File: config.mk
export PLATFORM = sky130hd
export DESIGN_NAME = power_triggered_relay_sequencer_top
export DESIGN_NICKNAME = d
export VERILOG_FILES = /design/src/rtl/prs_pkg.sv /design/src/rtl/prs_cfg.sv /design/src/rtl/prs_ctrl.sv /design/src/rtl/power_triggered_relay_sequencer_top.sv
export SDC_FILE = /design/constraint.sdc
export NUM_CORES = 1
export LEC_CHECK = 0
export BUFFER_PORTS_ARGS = -buffer_cell sky130_fd_sc_hd__buf_4
export CORE_MARGIN = 5
export CORE_UTILIZATION = 61
export CTS_CLUSTER_SIZE = 8
export DETAILED_ROUTE_END_ITERATION = 12
export PLACE_DENSITY_LB_ADDON = 0.2
export SETUP_SLACK_MARGIN = 0.4
export SLEW_MARGIN = 10
export SYNTH_ARGS = -nofsm -noshare
export SYNTH_HDL_FRONTEND = slang
export SYNTH_SLANG_ARGS = --single-unit
File: constraint.sdc
create_clock -name clk -period 9.1 [get_ports clk]
set_input_delay 1.365 -clock clk [delete_from_list [all_inputs] [get_ports clk]]
set_output_delay 1.365 -clock clk [all_outputs]
set_load 0.01 [all_outputs]
File: src/rtl/prs_pkg.sv
// shared types, codes and reset values for the power triggered relay sequencer
package prs_pkg;

  // controller modes, numbered as they appear on next_mode
  typedef enum logic [2:0] {
    MODE_MAN_IDLE  = 3'd0,
    MODE_MAN_RUN   = 3'd1,
    MODE_AUTO_IDLE = 3'd2,
    MODE_AUTO_RUN  = 3'd3,
    MODE_FORCE_ON  = 3'd4,
    MODE_FORCE_OFF = 3'd5,
    MODE_COOL      = 3'd6
  } mode_t;

  // power lamp codes
  localparam logic [1:0] PWR_LAMP_OFF   = 2'd0;
  localparam logic [1:0] PWR_LAMP_ARMED = 2'd1;
  localparam logic [1:0] PWR_LAMP_RUN   = 2'd2;

  // button lamp codes
  localparam logic [1:0] BTN_LAMP_OFF       = 2'd0;
  localparam logic [1:0] BTN_LAMP_FORCE_OFF = 2'd1;
  localparam logic [1:0] BTN_LAMP_FORCE_ON  = 2'd2;

  // configuration register indexes (byte address = 4 * index)
  typedef enum logic [1:0] {
    REG_TRIG_WATTS  = 2'd0,
    REG_VAC_DRAW    = 2'd1,
    REG_COOLDOWN_MS = 2'd2
  } reg_idx_t;

  localparam int unsigned CFG_ADDR_W = 4;

  // configuration reset values
  localparam logic [13:0] TRIG_WATTS_RST  = 14'd500;
  localparam logic [13:0] VAC_DRAW_RST    = 14'd1500;
  localparam logic [31:0] COOLDOWN_MS_RST = 32'd5000;

  typedef struct packed {
    logic [31:0] cooldown_ms;
    logic [13:0] vac_draw;
    logic [13:0] trig_watts;
  } cfg_t;

  // one control tick
  typedef struct packed {
    logic [31:0] now_ms;
    logic [14:0] avg_watts;
    logic        override_press;
    logic        armed;
  } item_t;

  // one result
  typedef struct packed {
    mode_t       next_mode;
    logic [1:0]  button_led_code;
    logic [1:0]  power_led_code;
    logic        relay_on;
  } result_t;

  localparam int unsigned IN_DATA_W  = 56;
  localparam int unsigned OUT_DATA_W = 8;

endpackage

File: src/rtl/prs_cfg.sv
// apb configuration registers for the relay sequencer
module prs_cfg (
  input  logic                             clk,
  input  logic                             rst_n,
  input  logic                             cfg_psel,
  input  logic                             cfg_penable,
  input  logic                             cfg_pwrite,
  input  logic [prs_pkg::CFG_ADDR_W-1:0]   cfg_paddr,
  input  logic [31:0]                      cfg_pwdata,
  output logic [31:0]                      cfg_prdata,
  output logic                             cfg_pready,
  output prs_pkg::cfg_t                    cfg
);
  import prs_pkg::*;

  cfg_t     cfg_r;
  cfg_t     cfg_nxt;
  reg_idx_t idx;
  logic     wr_en;

  assign idx        = reg_idx_t'(cfg_paddr[3:2]);
  assign cfg_pready = 1'b1;
  assign wr_en      = cfg_psel & cfg_penable & cfg_pwrite & cfg_pready;

  // register write decode, unmapped addresses are ignored
  always_comb begin
    cfg_nxt = cfg_r;
    if (wr_en) begin
      case (idx)
        REG_TRIG_WATTS:  cfg_nxt.trig_watts  = cfg_pwdata[13:0];
        REG_VAC_DRAW:    cfg_nxt.vac_draw    = cfg_pwdata[13:0];
        REG_COOLDOWN_MS: cfg_nxt.cooldown_ms = cfg_pwdata;
        default:         cfg_nxt = cfg_r;
      endcase
    end
  end

  // readback mux
  always_comb begin
    case (idx)
      REG_TRIG_WATTS:  cfg_prdata = {18'd0, cfg_r.trig_watts};
      REG_VAC_DRAW:    cfg_prdata = {18'd0, cfg_r.vac_draw};
      REG_COOLDOWN_MS: cfg_prdata = cfg_r.cooldown_ms;
      default:         cfg_prdata = 32'd0;
    endcase
  end

  always_ff @(posedge clk) begin
    if (!rst_n) begin
      cfg_r.trig_watts  <= TRIG_WATTS_RST;
      cfg_r.vac_draw    <= VAC_DRAW_RST;
      cfg_r.cooldown_ms <= COOLDOWN_MS_RST;
    end else begin
      cfg_r <= cfg_nxt;
    end
  end

  assign cfg = cfg_r;

endmodule

File: src/rtl/prs_ctrl.sv
// seven-mode controller: entry actions, transitions and controller state
module prs_ctrl (
  input  logic              clk,
  input  logic              rst_n,
  input  logic              step_en,
  input  prs_pkg::item_t    item,
  input  prs_pkg::cfg_t     cfg,
  output prs_pkg::result_t  res
);
  import prs_pkg::*;

  mode_t       mode_r,        mode_nxt;
  logic        entry_done_r,  entry_done_nxt;
  logic [31:0] run_time_r,    run_time_nxt;
  logic [31:0] cool_time_r,   cool_time_nxt;
  logic        dropped_r,     dropped_nxt;
  logic        relay_r,       relay_nxt;
  logic [1:0]  pwr_lamp_r,    pwr_lamp_nxt;
  logic [1:0]  btn_lamp_r,    btn_lamp_nxt;

  logic [14:0] run_limit;
  logic [14:0] min_ext;
  logic [31:0] run_elapsed;
  logic [31:0] cool_elapsed;
  logic        low_run;
  logic        above_min;

  // threshold sum never overflows at 15 bits
  assign min_ext   = {1'b0, cfg.trig_watts};
  assign run_limit = min_ext + {1'b0, cfg.vac_draw};
  assign low_run   = item.avg_watts <= run_limit;
  assign above_min = item.avg_watts > min_ext;

  // entry actions on the first tick in a mode
  always_comb begin
    relay_nxt     = relay_r;
    pwr_lamp_nxt  = pwr_lamp_r;
    btn_lamp_nxt  = btn_lamp_r;
    run_time_nxt  = run_time_r;
    cool_time_nxt = cool_time_r;
    dropped_nxt   = dropped_r;
    if (!entry_done_r) begin
      case (mode_r)
        MODE_MAN_RUN: begin
          relay_nxt    = 1'b1;
          pwr_lamp_nxt = PWR_LAMP_RUN;
        end
        MODE_AUTO_IDLE: begin
          relay_nxt    = 1'b0;
          pwr_lamp_nxt = PWR_LAMP_ARMED;
          btn_lamp_nxt = BTN_LAMP_OFF;
        end
        MODE_AUTO_RUN: begin
          relay_nxt    = 1'b1;
          pwr_lamp_nxt = PWR_LAMP_RUN;
          run_time_nxt = item.now_ms;
        end
        MODE_FORCE_ON: begin
          relay_nxt    = 1'b1;
          pwr_lamp_nxt = PWR_LAMP_RUN;
          btn_lamp_nxt = BTN_LAMP_FORCE_ON;
        end
        MODE_FORCE_OFF: begin
          relay_nxt    = 1'b0;
          pwr_lamp_nxt = PWR_LAMP_ARMED;
          btn_lamp_nxt = BTN_LAMP_FORCE_OFF;
        end
        MODE_COOL: begin
          relay_nxt     = 1'b0;
          pwr_lamp_nxt  = PWR_LAMP_ARMED;
          btn_lamp_nxt  = BTN_LAMP_OFF;
          cool_time_nxt = item.now_ms;
          dropped_nxt   = 1'b0;
        end
        default: begin
          relay_nxt    = 1'b0;
          pwr_lamp_nxt = PWR_LAMP_OFF;
        end
      endcase
    end

    // the power-drop flag can be set in the same tick as entry clears it
    if (mode_r == MODE_COOL && item.armed && !above_min) begin
      dropped_nxt = 1'b1;
    end
  end

  // elapsed times wrap modulo 2^32
  assign run_elapsed  = item.now_ms - run_time_nxt;
  assign cool_elapsed = item.now_ms - cool_time_nxt;

  // mode transitions
  always_comb begin
    mode_nxt = mode_r;
    case (mode_r)
      MODE_MAN_RUN: begin
        if (item.armed)               mode_nxt = MODE_AUTO_IDLE;
        else if (item.override_press) mode_nxt = MODE_MAN_IDLE;
      end
      MODE_AUTO_IDLE: begin
        if (!item.armed)              mode_nxt = MODE_MAN_IDLE;
        else if (item.override_press) mode_nxt = MODE_FORCE_ON;
        else if (above_min)           mode_nxt = MODE_AUTO_RUN;
      end
      MODE_AUTO_RUN: begin
        if (!item.armed)              mode_nxt = MODE_MAN_IDLE;
        else if (item.override_press) mode_nxt = MODE_FORCE_OFF;
        else if (run_elapsed > cfg.cooldown_ms && low_run) mode_nxt = MODE_COOL;
      end
      MODE_FORCE_ON: begin
        if (!item.armed)              mode_nxt = MODE_MAN_IDLE;
        else if (item.override_press) mode_nxt = MODE_COOL;
      end
      MODE_FORCE_OFF: begin
        if (!item.armed || item.override_press || low_run) mode_nxt = MODE_MAN_IDLE;
      end
      MODE_COOL: begin
        if (!item.armed) mode_nxt = MODE_MAN_IDLE;
        else if (dropped_nxt && cool_elapsed > cfg.cooldown_ms) mode_nxt = MODE_AUTO_IDLE;
      end
      MODE_MAN_IDLE: begin
        if (item.armed)               mode_nxt = MODE_AUTO_IDLE;
        else if (item.override_press) mode_nxt = MODE_MAN_RUN;
      end
      default: begin
        // unreachable code, treated as manual idle
        if (item.armed)               mode_nxt = MODE_AUTO_IDLE;
        else if (item.override_press) mode_nxt = MODE_MAN_RUN;
        else                          mode_nxt = MODE_MAN_IDLE;
      end
    endcase
    entry_done_nxt = (mode_nxt == mode_r);
  end

  // result of this tick
  assign res.relay_on        = relay_nxt;
  assign res.power_led_code  = pwr_lamp_nxt;
  assign res.button_led_code = btn_lamp_nxt;
  assign res.next_mode       = mode_nxt;

  // controller state, advanced once per request
  always_ff @(posedge clk) begin
    if (!rst_n) begin
      mode_r       <= MODE_MAN_IDLE;
      entry_done_r <= 1'b0;
      run_time_r   <= 32'd0;
      cool_time_r  <= 32'd0;
      dropped_r    <= 1'b0;
      relay_r      <= 1'b0;
      pwr_lamp_r   <= PWR_LAMP_OFF;
      btn_lamp_r   <= BTN_LAMP_OFF;
    end else if (step_en) begin
      mode_r       <= mode_nxt;
      entry_done_r <= entry_done_nxt;
      run_time_r   <= run_time_nxt;
      cool_time_r  <= cool_time_nxt;
      dropped_r    <= dropped_nxt;
      relay_r      <= relay_nxt;
      pwr_lamp_r   <= pwr_lamp_nxt;
      btn_lamp_r   <= btn_lamp_nxt;
    end
  end

endmodule

File: src/rtl/power_triggered_relay_sequencer_top.sv
// top level of the power triggered relay sequencer: stream ports, apb port, pipeline
// a request passes the input register and then the result register before it shows on out_*
// one request per clock unless the output stalls; mode state updates in one pass each tick
// the input register and the result register both accept while their content moves on
// reset (synchronous, rst_n low): both registers empty, manual idle mode, relay and lamps off
// configuration returns to trigger threshold 500, vacuum draw 1500, cooldown_ms 5000
module power_triggered_relay_sequencer_top (
  input  logic                                clk,
  input  logic                                rst_n,
  // in_tdata: armed[0], override_press[1], avg_watts[16:2], now_ms[48:17], ignored[55:49]
  input  logic                                in_tvalid,
  output logic                                in_tready,
  input  logic [prs_pkg::IN_DATA_W-1:0]       in_tdata,
  // out_tdata: relay_on[0], power_led_code[2:1], button_led_code[4:3], next_mode[7:5]
  output logic                                out_tvalid,
  input  logic                                out_tready,
  output logic [prs_pkg::OUT_DATA_W-1:0]      out_tdata,
  input  logic                                cfg_psel,
  input  logic                                cfg_penable,
  input  logic                                cfg_pwrite,
  input  logic [prs_pkg::CFG_ADDR_W-1:0]      cfg_paddr,
  input  logic [31:0]                         cfg_pwdata,
  output logic [31:0]                         cfg_prdata,
  output logic                                cfg_pready
);
  import prs_pkg::*;

  cfg_t    cfg;
  item_t   in_item_r;
  logic    in_valid_r;
  result_t res;
  result_t out_res_r;
  logic    out_valid_r;
  logic    out_free;
  logic    step_en;

  prs_cfg u_cfg (
    .clk         (clk),
    .rst_n       (rst_n),
    .cfg_psel    (cfg_psel),
    .cfg_penable (cfg_penable),
    .cfg_pwrite  (cfg_pwrite),
    .cfg_paddr   (cfg_paddr),
    .cfg_pwdata  (cfg_pwdata),
    .cfg_prdata  (cfg_prdata),
    .cfg_pready  (cfg_pready),
    .cfg         (cfg)
  );

  // handshake: the result slot frees when empty or taken this cycle
  assign out_free  = !out_valid_r || out_tready;
  assign step_en   = in_valid_r && out_free;
  assign in_tready = !in_valid_r || step_en;

  // input register
  always_ff @(posedge clk) begin
    if (!rst_n) begin
      in_valid_r <= 1'b0;
    end else if (in_tready) begin
      in_valid_r <= in_tvalid;
    end
  end

  always_ff @(posedge clk) begin
    if (in_tvalid && in_tready) begin
      in_item_r <= item_t'(in_tdata[$bits(item_t)-1:0]);
    end
  end

  prs_ctrl u_ctrl (
    .clk     (clk),
    .rst_n   (rst_n),
    .step_en (step_en),
    .item    (in_item_r),
    .cfg     (cfg),
    .res     (res)
  );

  // result register
  always_ff @(posedge clk) begin
    if (!rst_n) begin
      out_valid_r <= 1'b0;
    end else if (out_free) begin
      out_valid_r <= in_valid_r;
    end
  end

  always_ff @(posedge clk) begin
    if (step_en) begin
      out_res_r <= res;
    end
  end

  assign out_tvalid = out_valid_r;
  assign out_tdata  = OUT_DATA_W'(out_res_r);

  // a relay that is on always shows the running power lamp
  assert property (@(posedge clk) disable iff (!rst_n)
    out_valid_r |-> (out_res_r.relay_on == (out_res_r.power_led_code == PWR_LAMP_RUN)))
    else $error("relay and power lamp disagree");

  // a held input request stays until the controller takes it
  assert property (@(posedge clk) disable iff (!rst_n)
    (in_valid_r && !step_en) |=> in_valid_r)
    else $error("input request lost while stalled");

  // a stalled result register keeps its content
  assert property (@(posedge clk) disable iff (!rst_n)
    (out_valid_r && !out_tready) |=> (out_valid_r && $stable(out_res_r)))
    else $error("pending result changed under stall");

  // reset empties the result register
  assert property (@(posedge clk) !rst_n |=> !out_valid_r)
    else $error("result valid right after reset");

endmodule
== After elaboration in Yosys (flattened, before gate mapping) ==
Index checks and enable logic that the tools add are counted.
Cells by class
  add/subtract/negate cells: 3
  magnitude comparators: 4
  equal/unequal tests: 9
  multiplexer cells: 32
  bitwise operators: 2
  reduce and logical (&&, ||, !) cells: 22
Operators with widths (number)
  2-to-1 mux 32 bit: 4
  case mux 32 bit (3 select lines): 1
  greater-than comparator 32 bit: 2
  subtractor 32 bit: 2
  2-to-1 mux 3 bit: 16
  case mux 3 bit (7 select lines): 1
  adder 14 x 14 -> 15 bit: 1
  greater-than comparator 15 x 14 -> 1 bit: 1
  <= comparator 15 bit: 1
  equality test 3 bit, second input constant: 3
  equality test 3 x 2 -> 1 bit, second input constant: 2
  logical AND 1 bit: 6
  2-to-1 mux 1 bit: 6
  case mux 2 bit (3 select lines): 1
  AND reduction 2 bit: 3
  OR reduction 3 bit: 2
  logical NOT 1 bit: 4
  logical OR 1 bit: 4
  2-to-1 mux 2 bit: 2
  case mux 2 bit (2 select lines): 1
  equality test 3 x 1 -> 1 bit, second input constant: 1
  equality test 3 bit: 1
  logical NOT 3 bit: 1
  bitwise AND 1 bit: 2
  4 further kinds: 4
Word-level totals
  register bits after elaboration: 193
  output and inout bits: 43

== Depth between registers and ports, before layout ==
  word-level depth: 11
  depth in mapped cells: 27
  mapped depth without buffers: 26

== Modules after synthesis ==
Synthesis repeated with hierarchy kept, for this count alone.
Second synthesis, totals
  cells, all modules: 1604
  area total of the unflattened synthesis: 14212.4 um2
By module, submodules not included
  prs_ctrl: times used 1, cells an instance 1222, area each 9610.5 um2
  prs_cfg: times used 1, cells an instance 316, area each 2786.4 um2
  power_triggered_relay_sequencer_top: times used 1, cells an instance 66, area each 1815.5 um2

== Worst setup path before layout ==
No wires, ideal clock.
  path type: register -> register
  start point: register u_ctrl.mode_r[2]
  end point: register u_ctrl.entry_done_r
  library setup time: 61 ps
  arrival: 6059 ps
  slack: 2980 ps
  cell stages (with the launch flop): 25
  cell sequence: dfxtp_1 clkbuf_1 nand2b_1 nor2_1 clkbuf_1 mux2i_1 ha_1 a21o_1 or3_1 o21ai_2 a211oi_1 or3_4 a221o_1 a221o_1 nor4b_1 nor4bb_1 ha_1 nand4_1 nor2_1 nand2_1 or4_1 o221a_1 o311ai_1 o211a_1 a32o_1
Between the ends
  cells in the longest elaborated chain, start to end: 11
  elaborated cells on any way between the ends: 39
Ends and longest elaborated chain
  start, declared: line prs_ctrl.sv:12  | mode_t mode_r, mode_nxt;
  start signal, assigned: line prs_ctrl.sv:153  | mode_r <= mode_nxt;
  equality test 3 x 2 -> 1 bit: line prs_ctrl.sv:43, prs_ctrl.sv:95
  2-to-1 mux 32 bit: line prs_ctrl.sv:43  | case (mode_r)
  2-to-1 mux 32 bit: line prs_ctrl.sv:42  | if (!entry_done_r) begin
  subtractor 32 bit: line prs_ctrl.sv:89  | assign run_elapsed = item.now_ms - run_time_nxt;
  greater-than comparator 32 bit: line prs_ctrl.sv:108  | else if (run_elapsed > cfg.cooldown_ms && low_run) mode_nxt = MODE_COOL;
  logical AND 1 bit: line prs_ctrl.sv:108
  2-to-1 mux 3 bit: line prs_ctrl.sv:108
  2-to-1 mux 3 bit: line prs_ctrl.sv:107  | else if (item.override_press) mode_nxt = MODE_FORCE_OFF;
  2-to-1 mux 3 bit: line prs_ctrl.sv:106  | if (!item.armed) mode_nxt = MODE_MAN_IDLE;
  case mux 3 bit (7 select lines): line prs_ctrl.sv:95  | case (mode_r)
  equality test 3 bit (*): line prs_ctrl.sv:132  | entry_done_nxt = (mode_nxt == mode_r);
  end signal, assigned: line prs_ctrl.sv:154  | entry_done_r <= entry_done_nxt;
  end, declared: line prs_ctrl.sv:13  | logic entry_done_r, entry_done_nxt;
Mark *: on every way between the ends. The rest lies on a longest branch, timed or not.
A chain may end at the register's enable or synchronous reset.

== Worst setup path after layout ==
  start point: register u_ctrl.mode_r[1]
  end point: register u_ctrl.entry_done_r
Same word-level chain as after synthesis.

==> results.yml <==
routing:
  drt_iter0_markers: 757
  routed_wl_um: 36300
  dr.pass1.iters: 5
  ant_nets: 0
  wl_per_cell_um: 18.2
  drcViolationCount: 0
  vias_per_cell: 6.07
  num_vias: 12128
global_routing:
  antenna_found_initial: 0
  grt_remaining_overflow: 0
  grt_util_all_layers: 0.280
  grt_max_degree: 93
  grt_pass1_vias: 11622
  grt_pass1_wl_um: 59200
synthesis:
  async_reset_ff_frac: 0
  netlist.area_leader.share: 0.196
  synth_top_cell_by_area: "dfxtp_1"
  synth_nets: 1869
  ys_ff_latch: 193
  synth_cell_type_count: 76
  synth-edff-count: 57
  synth_area_leaders: "dfxtp_1, ha_1, edfxtp_1"
  syn_area_um2: 13900
  synth_common_cells: "nand2_1, ha_1, dfxtp_1, a21oi_1, inv_1"
  synth_cells: 1604
  synth.most_common_cell: "nand2_1"
  ys.flop_type: "dfxtp_1"
  ys_warn_count: 0
  seq_area_frac_synth: 0.320
  avgSynthCellArea_um2: 8.65
placed_design:
  dpl-instance-area_um2: 15100
  gp_congestion: 0.968
  dpl.hpwl_um: 27300
  numPortBuffers: 131
  preCtsSetupSlack_ns: 2.11
timing:
  max_freq_mhz: 140
  drv_slew: 0
  layout_setup_ws_ns: 1.93
  worst_pin_slew_ns: 1.19
  setup_viol: 0
  tns_ns: 0
  holdWs_ns: 0.465
  finalHoldViolations: 0
  clock_skew_ns: 0.0126
  period_share: 0.788
  max-slew-margin-rel: 0.205
  rsz0062_at_grt: "false"
  final.min_clock_period_ns: 7.17
die:
  die_x_um: 161
  io-pin-count: 142
  die_area_um2: 25900
  die-height_um: 161
  rows: 55
  start_util: 0.616
  core_um2: 22500
job:
  drv_cap: 0
cells_and_area:
  antenna_cells: 0
  drive_above_1_share: 0.114
  final_area_um2: 15700
  fin_nets: 1964
  area_growth_pct: 13.0
  post-route-util: 0.696
pwr:
  p_per_area_nw_per_um2: 147
  p_leak_nw: 6.78
  peakVddDrop_mv: 0.102
critical_path:
  cp_data_required_time_ns: 9.48
  crit_type: "register to register"
  r2r_slack_ns: 1.93
  worstPathMaxFanout: 24
  path_cells: "nand2_1 -> nor2_4 -> buf_4 -> mux2i_1 -> ha_1 -> a21o_1 -> or3_1 -> o21ai_2 -> a211oi_1 -> or3_4 -> a221o_1 -> a221o_1 -> nor4b_1 -> nor4bb_1 -> ha_1 -> nand4_1 -> nor2_1 -> nand2_1 -> or4_1 -> o221a_1 -> o311ai_1 -> o211a_1 -> a32o_1"
  slowest_delay_ns: 0.65
  crit_arrival_ns: 7.55
  critPathLaunchType: "register"
  r2r_cells: 23
  end_kind: "register"
  slowest_stage: "dfxtp_1"
clock_network:
  clock-sinks: 193
  numCtsBuffers: 17
  root_buffer: "clkbuf_16"
  clk_pin_slew_worst_paths_ns: 0.08
  cts.htree.levels: 4
  cts-hold-fix-buffers: 0
  post_cts_buffers: 0
  post_cts_resized: 0
  clock_latency_ns: 0.44
  cts_tree: "yes"
  clk_path_buf_depth: 2
hold_path:
  min_path_type: "register to register"
  holdPathStages: 2
status:
  status: "completed"
-- worst max-delay path, delay by kind of cell (launching register included) --
family,cells,cell delay (ns)
compound gates,9,2.17
fa+ha+maj,2,0.64
buf+inv,1,0.48
flops,1,0.65
mux,1,0.35
simple gates,10,2.78
-- report_power, final --
group | total (W) | internal, W | switching [W]
registers | 0.000954 | 0.000922 | 0.0000318
logic | 0.000587 | 0.000266 | 0.000321
clock network | 0.000765 | 0.000378 | 0.000388
total | 0.00231 | 0.00157 | 0.000741
-- per-stage QoR --
step	instances	power, W
6_report	1997	0.00231
4_1_cts	1997	0.00231
3_5_place_dp	1965	0.00155
5_1_grt	1997	0.00243
3_3_place_gp	1965	0.00153
2_1_floorplan	1604	0.00139
-- final cells by class --
type                       count  area [um^2]
clock buffer                  18          439
timing repair buffer         142         1070
multi-input combinational   1273         8950
fill                        1817         6830
clock inverter                14          155
inverter                      72          270
tap                          285          357
sequential                   193         4430
-- cell families (layout without fill, tap and decap cells) --
group                    after synthesis  count (layout)  synth area share
AO/OA/AOI/OAI                        434             434             0.222
XOR/XNOR                              64              64            0.0404
adder cells (fa/ha/maj)              166             166             0.151
buffers and inverters                138             246            0.0377
flip-flops                           193             193             0.320
multiplexers                          71              71            0.0513
other                                  1               1          0.000270
AND/OR/NAND/NOR                      537             537             0.178
-- per-layer routing --
metal	track usage	routed length (um)	vias to the layer above
li1	-	-	5998
met1	0.367	15700	5699
met2	0.469	17300	361
met3	0.0498	2210	70
met4	0.0919	1050	0
met5	0	0	-
-- registers in the layout (all words and copies together) (netlist names) --
signal,cells
u_cfg.cfg,60
in_item_r,49
u_ctrl.cool_time_r,32
u_ctrl.run_time_r,32
out_tdata,8
u_ctrl.mode_r,3
u_ctrl.btn_lamp_r,2
u_ctrl.pwr_lamp_r,2
in_valid_r,1
out_tvalid,1
u_ctrl.dropped_r,1
u_ctrl.entry_done_r,1
u_ctrl.relay_r,1
-- final timing paths --
check / from / end
max: u_ctrl.mode_r[1]$_SDFFE_PN0P_ / u_ctrl.entry_done_r$_SDFFE_PN0P_
min: u_ctrl.run_time_r[15]$_SDFFE_PN0P_ / u_ctrl.run_time_r[15]$_SDFFE_PN0P_
max reg2reg: u_ctrl.mode_r[1]$_SDFFE_PN0P_ / u_ctrl.entry_done_r$_SDFFE_PN0P_
min reg2reg: u_ctrl.run_time_r[15]$_SDFFE_PN0P_ / u_ctrl.run_time_r[15]$_SDFFE_PN0P_
-- cell usage in the layout, fill, tap and decap left out, types with 57 or more instances in the layout --
cell and count:
inv_1 71, edfxtp_1 57, a21oi_1 84, ha_1 164, a21boi_0 67, dfxtp_1 136, mux2i_1 70, nor2_1 67
buf_4 142, nand2_1 271
Power figures use the tool's default switching activity.
